**config.mk**
```make
export PLATFORM = sky130hd
export DESIGN_NAME = crc32c_event_record_framer_top
export DESIGN_NICKNAME = d
export VERILOG_FILES = /design/src/hw/rtl/cefr_pkg.sv /design/src/hw/rtl/cefr_front.sv /design/src/hw/rtl/cefr_cmdq.sv /design/src/hw/rtl/cefr_back.sv /design/src/hw/rtl/crc32c_event_record_framer_top.sv
export SDC_FILE = /design/constraint.sdc
export NUM_CORES = 2
export LEC_CHECK = 0
export BUFFER_PORTS_ARGS = -buffer_cell sky130_fd_sc_hd__buf_2
export CORE_ASPECT_RATIO = 0.9
export CORE_MARGIN = 2
export CORE_UTILIZATION = 42
export DETAILED_ROUTE_END_ITERATION = 8
export GPL_ROUTABILITY_DRIVEN = 0
export GPL_TIMING_DRIVEN = 1
export SETUP_SLACK_MARGIN = 0.02
export SYNTH_ARGS = -nofsm -noshare
export SYNTH_HDL_FRONTEND = slang
export SYNTH_SLANG_ARGS = --single-unit
```
**constraint.sdc**
```tcl
create_clock -name clk -period 13.05 [get_ports clk]
set_clock_uncertainty 0.15 [all_clocks]
set_input_delay 2.61 -clock clk [delete_from_list [all_inputs] [get_ports clk]]
set_output_delay 2.61 -clock clk [all_outputs]
set_load 0.05 [all_outputs]
```
**src/hw/rtl/cefr_pkg.sv**
```systemverilog
// Shared types, constants and the CRC-32C byte step for the event record framer.
// Used by cefr_front, cefr_cmdq, cefr_back and the top level; depends on nothing.
package cefr_pkg;

  // Largest record (header + payload + sentinel) that may be written.
  localparam int unsigned MAX_RECORD_BYTES = 4194304;
  // A data byte is refused once the payload count exceeds this value.
  localparam logic [31:0] COUNT_LIMIT = 32'(MAX_RECORD_BYTES - 33);

  localparam logic [31:0] CRC_POLY = 32'h82F6_3B78;
  localparam logic [31:0] CRC_ONES = 32'hFFFF_FFFF;

  localparam logic [63:0] HDR_BYTES   = 64'd16;
  localparam logic [63:0] FRAME_BYTES = 64'd32;

  // Command queue between the front and the back.
  localparam int unsigned QDEPTH = 4;
  localparam int unsigned QPTR_W = $clog2(QDEPTH);

  // Step counter of the back: step 0 is the payload byte, steps 1 to 16 the
  // header, steps 17 to 32 the sentinel.
  localparam int unsigned STEP_W = 6;
  localparam logic [STEP_W-1:0] LAST_HDR_STEP   = 6'd16;
  localparam logic [STEP_W-1:0] FIRST_SENT_STEP = 6'd17;
  localparam logic [STEP_W-1:0] LAST_STEP       = 6'd32;

  // Configuration port.
  localparam int unsigned PADDR_W = 4;
  localparam int unsigned PDATA_W = 64;
  localparam logic REG_SENTINEL_MAGIC = 1'b0;

  typedef enum logic [1:0] {
    CMD_BYTE  = 2'd0,
    CMD_FRAME = 2'd1,
    CMD_ERROR = 2'd2
  } cmd_kind_t;

  typedef struct packed {
    cmd_kind_t   kind;
    logic        has_byte;
    logic [7:0]  data;
    logic [63:0] byte_off;   // payload byte offset, or record start on an error
    logic [63:0] rec_start;
    logic [63:0] sent_off;
    logic [31:0] count;
    logic [31:0] etype;
    logic [31:0] crc;        // final CRC, already inverted
  } cmd_t;

  // One byte of the reflected CRC-32C.
  function automatic logic [31:0] crc_byte(input logic [31:0] crc_in,
                                           input logic [7:0] b);
    logic [31:0] c;
    c = crc_in ^ {24'h0, b};
    for (int k = 0; k < 8; k++) begin
      c = (c >> 1) ^ (CRC_POLY & {32{c[0]}});
    end
    return c;
  endfunction

endpackage

```
**src/hw/rtl/cefr_front.sv**
```systemverilog
// Front end of the event record framer: keeps the running CRC, counts and offsets
// and makes commands of accepted data, final and refused items. Depends on cefr_pkg.
module cefr_front (
  input  logic              clk,
  input  logic              rst,
  input  logic              accept,
  input  logic [7:0]        data_byte,
  input  logic              has_data,
  input  logic              end_of_event,
  input  logic [31:0]       event_type,
  output logic              cmd_push,
  output cefr_pkg::cmd_t    cmd
);

  logic [31:0] running_crc;
  logic [31:0] payload_count;
  logic [63:0] record_start;
  logic [63:0] payload_offset;   // record_start + 16 + payload_count
  logic        halted;

  logic [31:0] crc_upd;
  logic [31:0] count_inc;
  logic [63:0] poff_inc;
  logic        too_big;

  assign crc_upd   = cefr_pkg::crc_byte(running_crc, data_byte);
  assign count_inc = payload_count + 32'(has_data);
  assign poff_inc  = payload_offset + 64'(has_data);
  assign too_big   = has_data && (payload_count > cefr_pkg::COUNT_LIMIT);

  always_comb begin
    cmd.kind      = cefr_pkg::CMD_BYTE;
    cmd.has_byte  = has_data;
    cmd.data      = data_byte;
    cmd.byte_off  = payload_offset;
    cmd.rec_start = record_start;
    cmd.sent_off  = poff_inc;
    cmd.count     = count_inc;
    cmd.etype     = event_type;
    cmd.crc       = (has_data ? crc_upd : running_crc) ^ cefr_pkg::CRC_ONES;
    cmd_push      = 1'b0;
    if (halted || too_big) begin
      cmd.kind     = cefr_pkg::CMD_ERROR;
      cmd.byte_off = record_start;
      cmd_push     = accept;
    end else if (end_of_event) begin
      cmd.kind = cefr_pkg::CMD_FRAME;
      cmd_push = accept;
    end else if (has_data) begin
      cmd_push = accept;
    end
  end

  always_ff @(posedge clk) begin
    if (rst) begin
      running_crc    <= cefr_pkg::CRC_ONES;
      payload_count  <= 32'd0;
      record_start   <= 64'd0;
      payload_offset <= cefr_pkg::HDR_BYTES;
      halted         <= 1'b0;
    end else if (accept && !halted) begin
      if (too_big) begin
        halted <= 1'b1;
      end else if (end_of_event) begin
        record_start   <= poff_inc + cefr_pkg::HDR_BYTES;
        payload_offset <= poff_inc + cefr_pkg::FRAME_BYTES;
        running_crc    <= cefr_pkg::CRC_ONES;
        payload_count  <= 32'd0;
      end else if (has_data) begin
        running_crc    <= crc_upd;
        payload_count  <= count_inc;
        payload_offset <= poff_inc;
      end
    end
  end

  // Once halted, the block stays halted until reset.
  a_halt_sticky: assert property (@(posedge clk) disable iff (rst)
    halted |=> halted) else $error("halted flag dropped without reset");

  // The payload offset always sits 16 bytes past the record start plus the count.
  a_offset_track: assert property (@(posedge clk) disable iff (rst)
    payload_offset == record_start + cefr_pkg::HDR_BYTES + {32'h0, payload_count})
    else $error("payload offset out of step with record start and count");

endmodule

```
**src/hw/rtl/cefr_cmdq.sv**
```systemverilog
// Short command queue between the front and the back of the framer.
// Depends on cefr_pkg for the command type and depth.
module cefr_cmdq (
  input  logic              clk,
  input  logic              rst,
  input  logic              push,
  input  cefr_pkg::cmd_t    push_cmd,
  input  logic              pop,
  output logic              full,
  output logic              nonempty,
  output cefr_pkg::cmd_t    head
);

  cefr_pkg::cmd_t entries [cefr_pkg::QDEPTH];
  logic [cefr_pkg::QPTR_W-1:0] wr_ptr;
  logic [cefr_pkg::QPTR_W-1:0] rd_ptr;
  logic [cefr_pkg::QPTR_W:0]   fill;

  assign full     = (fill == (cefr_pkg::QPTR_W+1)'(cefr_pkg::QDEPTH));
  assign nonempty = (fill != '0);
  assign head     = entries[rd_ptr];

  always_ff @(posedge clk) begin
    if (rst) begin
      wr_ptr <= '0;
      rd_ptr <= '0;
      fill   <= '0;
    end else begin
      if (push) begin
        wr_ptr <= wr_ptr + 1'b1;
      end
      if (pop) begin
        rd_ptr <= rd_ptr + 1'b1;
      end
      if (push && !pop) begin
        fill <= fill + 1'b1;
      end else if (pop && !push) begin
        fill <= fill - 1'b1;
      end
    end
  end

  always_ff @(posedge clk) begin
    if (push) begin
      entries[wr_ptr] <= push_cmd;
    end
  end

  a_no_overflow: assert property (@(posedge clk) disable iff (rst)
    !(push && full && !pop)) else $error("command queue overflow");

  a_no_underflow: assert property (@(posedge clk) disable iff (rst)
    pop |-> nonempty) else $error("command queue underflow");

endmodule

```
**src/hw/rtl/cefr_back.sv**
```systemverilog
// Back end of the framer: expands each command into its result items, one per
// cycle into an output register that is empty or popped. Depends on cefr_pkg.
module cefr_back (
  input  logic              clk,
  input  logic              rst,
  input  logic              q_valid,
  input  cefr_pkg::cmd_t    q_cmd,
  output logic              q_pop,
  input  logic [63:0]       magic,
  input  logic              pop,
  output logic              empty,
  output logic [7:0]        out_byte,
  output logic [63:0]       out_offset,
  output logic              event_too_big,
  output logic              is_last
);

  cefr_pkg::cmd_t                cur;
  logic                          cur_valid;
  logic [cefr_pkg::STEP_W-1:0]   step;
  logic                          out_valid;

  logic                          emit;
  logic                          cur_done;
  logic [15:0][7:0]              hdr;
  logic [15:0][7:0]              sen;
  logic [3:0]                    hidx;
  logic [3:0]                    sidx;
  logic [7:0]                    item_byte;
  logic [63:0]                   item_off;
  logic                          item_err;
  logic                          item_last;

  assign empty    = !out_valid;
  assign emit     = cur_valid && (!out_valid || pop);
  assign cur_done = (cur.kind != cefr_pkg::CMD_FRAME) || (step == cefr_pkg::LAST_STEP);
  assign q_pop    = q_valid && (!cur_valid || (emit && cur_done));

  assign hdr  = {cur.crc, 32'h0, cur.etype, cur.count};
  assign sen  = {cur.rec_start, magic};
  assign hidx = 4'(step - 6'd1);
  assign sidx = 4'(step - cefr_pkg::FIRST_SENT_STEP);

  always_comb begin
    item_byte = 8'h00;
    item_off  = cur.byte_off;
    item_err  = 1'b0;
    item_last = 1'b1;
    case (cur.kind)
      cefr_pkg::CMD_ERROR: begin
        item_err = 1'b1;
      end
      cefr_pkg::CMD_BYTE: begin
        item_byte = cur.data;
      end
      cefr_pkg::CMD_FRAME: begin
        if (step == '0) begin
          item_byte = cur.data;
          item_last = 1'b0;
        end else if (step <= cefr_pkg::LAST_HDR_STEP) begin
          item_byte = hdr[hidx];
          item_off  = cur.rec_start + {60'h0, hidx};
          item_last = 1'b0;
        end else begin
          item_byte = sen[sidx];
          item_off  = cur.sent_off + {60'h0, sidx};
          item_last = (step == cefr_pkg::LAST_STEP);
        end
      end
      default: begin
        item_last = 1'b0;
      end
    endcase
  end

  always_ff @(posedge clk) begin
    if (rst) begin
      cur_valid <= 1'b0;
      out_valid <= 1'b0;
      step      <= '0;
    end else begin
      if (q_pop) begin
        cur_valid <= 1'b1;
        step      <= q_cmd.has_byte ? 6'd0 : 6'd1;
      end else if (emit) begin
        if (cur_done) begin
          cur_valid <= 1'b0;
        end else begin
          step <= step + 6'd1;
        end
      end
      if (emit) begin
        out_valid <= 1'b1;
      end else if (pop) begin
        out_valid <= 1'b0;
      end
    end
  end

  always_ff @(posedge clk) begin
    if (q_pop) begin
      cur <= q_cmd;
    end
    if (emit) begin
      out_byte      <= item_byte;
      out_offset    <= item_off;
      event_too_big <= item_err;
      is_last       <= item_last;
    end
  end

  a_step_bound: assert property (@(posedge clk) disable iff (rst)
    cur_valid |-> (step <= cefr_pkg::LAST_STEP)) else $error("back step out of range");

  a_error_item: assert property (@(posedge clk) disable iff (rst)
    (emit && cur.kind == cefr_pkg::CMD_ERROR) |=> (!empty && event_too_big && is_last))
    else $error("error command did not produce a final error item");

  a_load_free: assert property (@(posedge clk) disable iff (rst)
    (q_pop && cur_valid) |-> (emit && cur_done))
    else $error("command loaded over one still being expanded");

endmodule

```
**src/hw/rtl/crc32c_event_record_framer_top.sv**
```systemverilog
// Top level of the CRC-32C event record framer: input queue port, result queue
// port and configuration port. Depends on cefr_pkg, cefr_front, cefr_cmdq, cefr_back.
//
//   Port group   Handshake            Moves
//   ----------   ------------------   ------------------------------------------------
//   input        push / full          data_byte, has_data, end_of_event, event_type
//   result       empty / pop          out_byte, out_offset, event_too_big, is_last
//   config       psel/penable/pready  sentinel_magic at byte address 0 (64-bit data)
//
// An item is accepted every cycle unless the command queue is full. A data item
// makes one result item, a final item up to 33, an error one. The back end sends
// one result item per cycle while results are popped, so a final item occupies
// the result side for all of its result items, while the front keeps taking up to
// four commands ahead. The first result item of an item passes through the command
// queue and the back end's current command before reaching the output register.
// Reset is synchronous and active high; it clears the CRC, count, record start,
// the halt flag and the magic register. Either side may stall at any time.
module crc32c_event_record_framer_top (
  input  logic                            clk,
  input  logic                            rst,
  // input item queue
  input  logic                            push,
  output logic                            full,
  input  logic [7:0]                      data_byte,
  input  logic                            has_data,
  input  logic                            end_of_event,
  input  logic [31:0]                     event_type,
  // result item queue
  output logic                            empty,
  input  logic                            pop,
  output logic [7:0]                      out_byte,
  output logic [63:0]                     out_offset,
  output logic                            event_too_big,
  output logic                            is_last,
  // configuration port
  input  logic                            psel,
  input  logic                            penable,
  input  logic                            pwrite,
  input  logic [cefr_pkg::PADDR_W-1:0]    paddr,
  input  logic [cefr_pkg::PDATA_W-1:0]    pwdata,
  output logic [cefr_pkg::PDATA_W-1:0]    prdata,
  output logic                            pready
);

  logic [63:0]       sentinel_magic;
  logic              accept;
  logic              cmd_push;
  cefr_pkg::cmd_t    front_cmd;
  logic              q_full;
  logic              q_nonempty;
  logic              q_pop;
  cefr_pkg::cmd_t    q_head;

  // The only register decodes on paddr[3]; byte addresses 8 and up read as zero.
  assign pready = 1'b1;
  assign prdata = (paddr[3] == cefr_pkg::REG_SENTINEL_MAGIC) ? sentinel_magic : '0;

  always_ff @(posedge clk) begin
    if (rst) begin
      sentinel_magic <= 64'd0;
    end else if (psel && penable && pwrite && pready &&
                 paddr[3] == cefr_pkg::REG_SENTINEL_MAGIC) begin
      sentinel_magic <= pwdata;
    end
  end

  // The input side is held off only while the command queue is full.
  assign full   = q_full;
  assign accept = push && !q_full;

  cefr_front u_front (
    .clk          (clk),
    .rst          (rst),
    .accept       (accept),
    .data_byte    (data_byte),
    .has_data     (has_data),
    .end_of_event (end_of_event),
    .event_type   (event_type),
    .cmd_push     (cmd_push),
    .cmd          (front_cmd)
  );

  cefr_cmdq u_cmdq (
    .clk      (clk),
    .rst      (rst),
    .push     (cmd_push),
    .push_cmd (front_cmd),
    .pop      (q_pop),
    .full     (q_full),
    .nonempty (q_nonempty),
    .head     (q_head)
  );

  cefr_back u_back (
    .clk           (clk),
    .rst           (rst),
    .q_valid       (q_nonempty),
    .q_cmd         (q_head),
    .q_pop         (q_pop),
    .magic         (sentinel_magic),
    .pop           (pop),
    .empty         (empty),
    .out_byte      (out_byte),
    .out_offset    (out_offset),
    .event_too_big (event_too_big),
    .is_last       (is_last)
  );

endmodule
```
After elaboration in Yosys (flattened, before gate mapping)
Memory sizes are Yosys's and may differ from the RTL's. A register that Yosys moved wholly into a read port is not among the register bits.
Cells that the tools add are included.
{"block": "classes", "muxes": 42, "n_reduce_logical": 36, "n_bitwise": 12, "magnitude_cmp": 4, "addsub": 13, "eq_ne": 6}
{"operator": "$mux W64", "count": 7}
{"operator": "$xor A31 B32 Y32", "count": 8}
{"operator": "$add A64 B4 Y64", "count": 2}
{"operator": "$mux W32", "count": 4}
{"operator": "$add A64 B1 Y64", "count": 1}
{"operator": "$add A64 B5 Y64 const B", "count": 1}
{"operator": "$add A64 B6 Y64 const B", "count": 1}
{"operator": "$bmux W8 S4", "count": 2}
{"operator": "$add A32 B1 Y32", "count": 1}
{"operator": "$gt A32 B22 Y1 const B", "count": 1}
{"operator": "$mux W8", "count": 4}
{"operator": "$not A32 Y32", "count": 1}
{"operator": "$xor A32 B8 Y32", "count": 1}
{"operator": "$mux W6", "count": 3}
{"operator": "$pmux W8 S2", "count": 1}
{"operator": "$mux W1", "count": 15}
{"operator": "$logic_and A1 B1 Y1", "count": 11}
{"operator": "$lt A4 B5 Y1 const B", "count": 2}
{"operator": "$reduce_bool A2 Y1", "count": 5}
{"operator": "$reduce_and A2 Y1", "count": 4}
{"operator": "$sub A4 B1 Y4 const B", "count": 2}
{"operator": "$add A6 B1 Y6 const B", "count": 1}
{"operator": "$eq A6 B6 Y1 const B", "count": 1}
{"operator": "$le A6 B5 Y1 const B", "count": 1}
{"operator": "19 further kinds", "count": 33}
{"block": "word_totals", "out_inout_bits": 141, "ramBits": 1196, "in_bits": 117, "wordCells": 138, "register_bits": 644, "n_memories": 1}
{"name": "u_cmdq.entries", "depth": 4, "word_bits": 299, "read_ports": 1, "rd_ports_with_merged_regs": 1, "write_ports": 1, "line": "cefr_cmdq.sv:14", "source": "cefr_pkg::cmd_t entries [cefr_pkg::QDEPTH];"}

Logic depth before layout (Yosys ltp)
{"block": "logic_depth", "ltp_word": 11, "depth_mapped": 26, "mapped_depth_nobuf": 16}

Hierarchy
From an unflattened synthesis, not the netlist that was laid out.
{"block": "unflattened", "hier_cells": 5099, "area_unflattened_um2": 78878.2}
{"mod": "cefr_cmdq", "area_per_inst_um2": 43538.0, "cells_each": 1605, "seq_area_each_um2": 36094.6, "instances": 1}
{"mod": "cefr_back", "area_per_inst_um2": 17366.7, "cells_each": 1170, "seq_area_each_um2": 11330.9, "instances": 1}
{"mod": "cefr_front", "area_per_inst_um2": 14610.3, "cells_each": 1972, "seq_area_each_um2": 3863.7, "instances": 1}
{"mod": "crc32c_event_record_framer_top", "area_per_inst_um2": 3363.2, "cells_each": 352, "seq_area_each_um2": 1281.2, "instances": 1}

Least setup slack after synthesis
No wires, ideal clock.
{"block": "synth_timing", "path_type": "input to register", "from": "in pop", "to": "reg u_cmdq.fill[2] (netlist bit)", "required_ps": 12830, "n_path_buf": 1, "setup_time_ps": 70, "stages": 11, "arrival_time_ps": 13047, "setup_slack_ps": -218, "path_cell_list": "nor2_1 > o21ai_0 > o31a_1 > clkbuf_1 > inv_1 > ha_1 > inv_1 > fa_1 > xor2_1 > or3_1 > a21oi_1"}
{"block": "synth_between", "elab_chain_len": 8, "word_cells_on_any_way": 10, "cone_classes": "mux (1); reduce/logical (9)"}
{"item": "start: declaration", "line": "crc32c_event_record_framer_top.sv:30", "source": "input logic pop,"}
{"item": "$logic_or A1 B1 Y1 *", "line": "cefr_back.sv:35", "source": "assign emit = cur_valid && (!out_valid || pop);"}
{"item": "$logic_and A1 B1 Y1 *", "line": "cefr_back.sv:35"}
{"item": "$logic_and A1 B1 Y1 *", "line": "cefr_back.sv:37", "source": "assign q_pop = q_valid && (!cur_valid || (emit && cur_done));"}
{"item": "$logic_or A1 B1 Y1 *", "line": "cefr_back.sv:37"}
{"item": "$logic_and A1 B1 Y1 *", "line": "cefr_back.sv:37"}
{"item": "via q_pop", "line": "crc32c_event_record_framer_top.sv:51", "source": "logic q_pop;"}
{"item": "$logic_not A1 Y1", "line": "cefr_cmdq.sv:35", "source": "if (push && !pop) begin"}
{"item": "$logic_and A1 B1 Y1", "line": "cefr_cmdq.sv:35"}
{"item": "$mux W3 / $reduce_bool A2 Y1 (equally long branches)"}
{"item": "end signal: assignment", "line": "cefr_cmdq.sv:36", "source": "fill <= fill + 1'b1;"}
{"item": "end signal: assignment", "line": "cefr_cmdq.sv:38", "source": "fill <= fill - 1'b1;"}
{"item": "end: declaration", "line": "cefr_cmdq.sv:17", "source": "logic [cefr_pkg::QPTR_W:0] fill;"}
The timed path passes the listed nets; every way through them passes the cells marked *.
A chain may end at the register's enable or synchronous reset.

Worst setup path after layout
{"block": "layout_timing", "from": "reg u_back.step[0] (netlist bit)", "to": "reg u_back.out_offset[60] (data pin)"}
{"block": "layout_between", "elab_chain_len": 5, "word_cells_on_any_way": 9, "cone_classes": "add/sub (4); order compare (1); mux (3); reduce/logical (1)"}
{"item": "start: declaration", "line": "cefr_back.sv:20", "source": "logic [cefr_pkg::STEP_W-1:0] step;"}
{"item": "start signal: assignment", "line": "cefr_back.sv:84", "source": "step <= q_cmd.has_byte ? 6'd0 : 6'd1;"}
{"item": "start signal: assignment", "line": "cefr_back.sv:89", "source": "step <= step + 6'd1;"}
{"item": "$sub A4 B1 Y4", "line": "cefr_back.sv:41, cefr_back.sv:42"}
{"item": "$add A64 B4 Y64 (on tied branches)", "line": "cefr_back.sv:66, cefr_back.sv:62"}
{"item": "$mux W64", "line": "cefr_back.sv:60", "source": "end else if (step <= cefr_pkg::LAST_HDR_STEP) begin"}
{"item": "$mux W64 *", "line": "cefr_back.sv:57", "source": "if (step == '0) begin"}
{"item": "$mux W64 *", "line": "cefr_back.sv:49", "source": "case (cur.kind)"}
{"item": "via u_back.item_off[60]", "line": "cefr_back.sv:30", "source": "logic [63:0] item_off;"}
{"item": "end signal: assignment", "line": "cefr_back.sv:106", "source": "out_offset <= item_off;"}
{"item": "end: declaration", "line": "cefr_back.sv:13", "source": "output logic [63:0] out_offset,"}
Marks and branches as above.

==> impl_results.md <==
* F_max at 135.0 MHz
* Mean Syn Cell Area at 15.55 um2
* Setup bufs post-CTS at 0
* Drt wl/cell at 26.00 um
* H-tree levels at 4
* Max-Cap Viols at 0
* Register bit total from synthesis at 1842
* Remaining global-route overflow at 0
* Setup Viol. Count Final at 0
* Global-route wire length before repair at 295900 um
* Max Slew Vio Count at 0
* IO Port Bufs at 253
* Power per cell area at 206.0 mW/mm2
* Arrival @ worst endpoint at 7820 ps
* Slowest CP cell: or4b_1
* DRT antenna net count at 0
* CTS max path bufs at 3
* Syn nets at 5076
* Post-synth EDFFs at 1568
* Cell variety after synth at 92
* Sequential area share after synthesis at 0.6844
* CTS clock-pin slew for the worst setup and hold paths at 60 ps
* Min Tclk post-route at 7408 ps
* CTS tree: yes
* Num CTS Buffers at 186
* Setup CP Type: reg -> reg
* Die Wd at 454.8 um
* Die Ht at 409.7 um
* Overall routed net length at 201100 um
* Worst min-delay path class: reg -> reg
* Worst setup EP type: flop
* Switching share of total power at 0.3070
* DRT iter0 DRCs at 5125
* GRT Util Overall at 0.2141
* Area Growth Syn to Fin at 13.16%
* Total net switching power at 5.495 mW
* DIE AREA at 0.1863 mm2
* Post-DP HPWL at 127900 um
* Comb power frac at 0.234
* Leak pwr at 27.49 nW
* Later-pin clock latency in the skew report at 850 ps
* Fill count at 15434
* Worst Reg-to-Reg Cells at 17
* Unrepaired setup endpoints after global routing: no
* Nets at 5308
* Clock power frac at 0.299
* Critical Path Start Type: flop
* Initial Util at 0.4237
* Worst EP required at 13460 ps
* Final Hold Viols at 0
* Violated checks: design-rule violations
* Peak supply drop at 0.1464 mV
* Post-synthesis cell area at 0.07681 mm2
* Overall power at 17.90 mW
* Post_cts resized at 0
* Worst reg-to-reg setup slack at 5640 ps
* DR vias at 44937
* Mapped Cells at 4940
* Worst hold path depth at 2
* Pin count of the biggest net entering global routing at 147
* Setup_tns at 0 ps
* Crit-path max FO at 40
* Worst r2r src: u_back.step[0]
* Seq pwr share at 0.468
* # hold bufs at CTS at 0
* Ports at 258
* CTS Sinks at 1842
* Top_reg_cell synth: edfxtp_1
* Crit path largest cell delay at 890 ps
* Worst-Margin Slew at 1385 ps
* Int Pwr at 12.41 mW
* Hold EP: sentinel_magic[17]
* DRC at 2
* CP cell instances: inv_1 > ha_4 > or3b_1 > a21o_4 > buf_4 > nand2_1 > nand2_1 > ha_1 > fa_1 > a21o_1 > a21oi_1 > a211o_1 > or4b_1 > nor3_1 > nand2_1 > xnor2_1 > o21ai_0
* Row cnt at 148
* Crit-path most repeated cell: nand2_1
* Vias per cell at 5.809
* Outcome: finished with violations
* FF-to-FF End: u_back.out_offset[60]
* Hold Path Origin: sentinel_magic[17]
* Relative slew slack at 0.07668
* Antenna violations before repair at 10
* 1st-pass router iterations at 8
* Core area at 0.1813 mm2
* Yosys warns at 0
* Synth async-reset ratio at 0
* Layout cells sized above 1 at 0.2051
* Fin crit share at 0.5677
* Vias in the first global route at 43745
* Clk root buf: clkbuf_16
[cells by family after synthesis]
group | synth area share
and+or+nand+nor | 0.09240
muxes | 0.1282
buffers and inverters | 0.01831
adders and majority gates | 0.003291
other | 0.00004882
DFF | 0.6844
AOI/OAI and AO/OA | 0.03981
xor gates and xnor gates | 0.03351
[critical path: cells and delay by family, from the launching register on]
kind,cells,cell delay (ps)
and+or+nand+nor,6,2300
AOI/OAI and AO/OA,5,1820
buffers and inverters,2,980
DFF,1,870
adders and majority gates,3,740
xor gates and xnor gates,1,160
[Yosys cell counts (67+ instances only)]
cell | count | area [um2]
edfxtp_1 | 1568 | 47090
nand2_1 | 502 | 1884
mux4_2 | 363 | 8175
dfxtp_1 | 274 | 5485
xnor2_1 | 205 | 1795
clkbuf_1 | 195 | 732.0
nor2_1 | 179 | 671.9
a21oi_1 | 173 | 865.8
nand3_1 | 166 | 830.8
o21ai_0 | 118 | 590.6
nand4_1 | 105 | 656.9
xor2_1 | 87 | 762.0
mux2i_1 | 86 | 860.8
nor2b_1 | 74 | 462.9
mux2_2 | 72 | 810.8
nor3_1 | 69 | 345.3
buf_1 | 68 | 255.2
inv_1 | 68 | 255.2
nor4_1 | 67 | 419.2
[per-stage QoR]
stage               utilization  hold slack [ps]  cells  cell area (um2)  worst slack, ps
floorplan                     -            291.6   4940            76810             1736
detailed placement       0.4455            306.0   7384            80760             5263
finish                   0.4794            312.1   7736            86920             5642
CTS                      0.4794            314.2   7733            86910             5637
global route             0.4794            334.6   7734            86910             5325
global placement         0.4455            301.3   7384            80760             5406
[worst max path at each step]
stage                    from                       end  slack (ps)  cells past startpoint
6_report       u_back.step[0]     u_back.out_offset[60]        5640                     17
5_1_grt        u_back.step[0]     u_back.out_offset[58]        5330                     17
4_1_cts        u_back.step[0]     u_back.out_offset[62]        5640                     17
2_1_floorplan        has_data      u_cmdq.entries[1][0]        1740                      5
3_5_place_dp         has_data  u_front.record_start[53]        5260                     11
3_3_place_gp         has_data     u_cmdq.entries[2][15]        5410                      7
[cell usage in the layout, fill, tap and decap left out, types with 15 or more instances in the layout]
master,Yosys,final
a21oi_1,173,171
nand4_1,105,105
bufinv_16,0,16
dfxtp_1,274,271
nand2_1,502,501
clkinv_2,0,31
nand3_1,166,166
o21ai_0,118,117
or3_1,35,35
clkbuf_16,0,189
and4_1,31,31
nor4_1,67,64
buf_4,8,75
a31oi_1,26,26
and2_1,29,25
and3_1,59,59
nor2_1,179,176
mux2_2,72,72
xor2_1,87,87
or4_1,33,33
edfxtp_1,1568,1568
mux2i_1,86,86
o211ai_1,32,32
nor2b_1,74,73
clkinv_1,1,35
nor3_1,69,69
xnor2_1,205,203
a211oi_1,15,15
ha_1,17,16
buf_2,16,252
inv_1,68,67
clkbuf_1,195,50
mux4_2,363,363
[power groups by stage]
stage               Clock, mW  Combinational, mW  Sequential [mW]
floorplan                   0               2.67             8.64
finish                   5.35               4.18             8.37
detailed placement          0               4.25             8.49
CTS                      5.46               4.27             8.38
global route             5.70               4.51             8.47
global placement            0               4.21             8.46
[final cells by class]
type	count	area, um2	area share
clock inverters	100	1092	0.01257
diodes	3	7.507	0.00008637
well taps	2400	3003	0.03455
inverters	70	262.8	0.003023
multi-input cells	2739	22980	0.2644
repair buffers	333	1938	0.02230
clock buffers	249	5055	0.05816
flip-flops and latches	1842	52580	0.6050
[per-layer routing]
layer  global-route usage  routed length, um  up-vias
met2               0.3214              91730     1785
li1                     -                  -    19730
met5                    0                 29        -
met1               0.3108              87290    23054
met4              0.07976               7229        4
met3              0.03957              14850      364
[flip-flops by register name, summed over array words and instances (netlist names), 3 cells and up, named ones only]
register                count
u_cmdq.entries           1196
u_back.cur                298
sentinel_magic             64
u_back.out_offset          64
u_front.payload_offset     64
u_front.record_start       64
u_front.payload_count      32
u_front.running_crc        32
u_back.out_byte             8
u_back.step                 6
u_cmdq.fill                 3
Power figures use the tool's default switching activity.
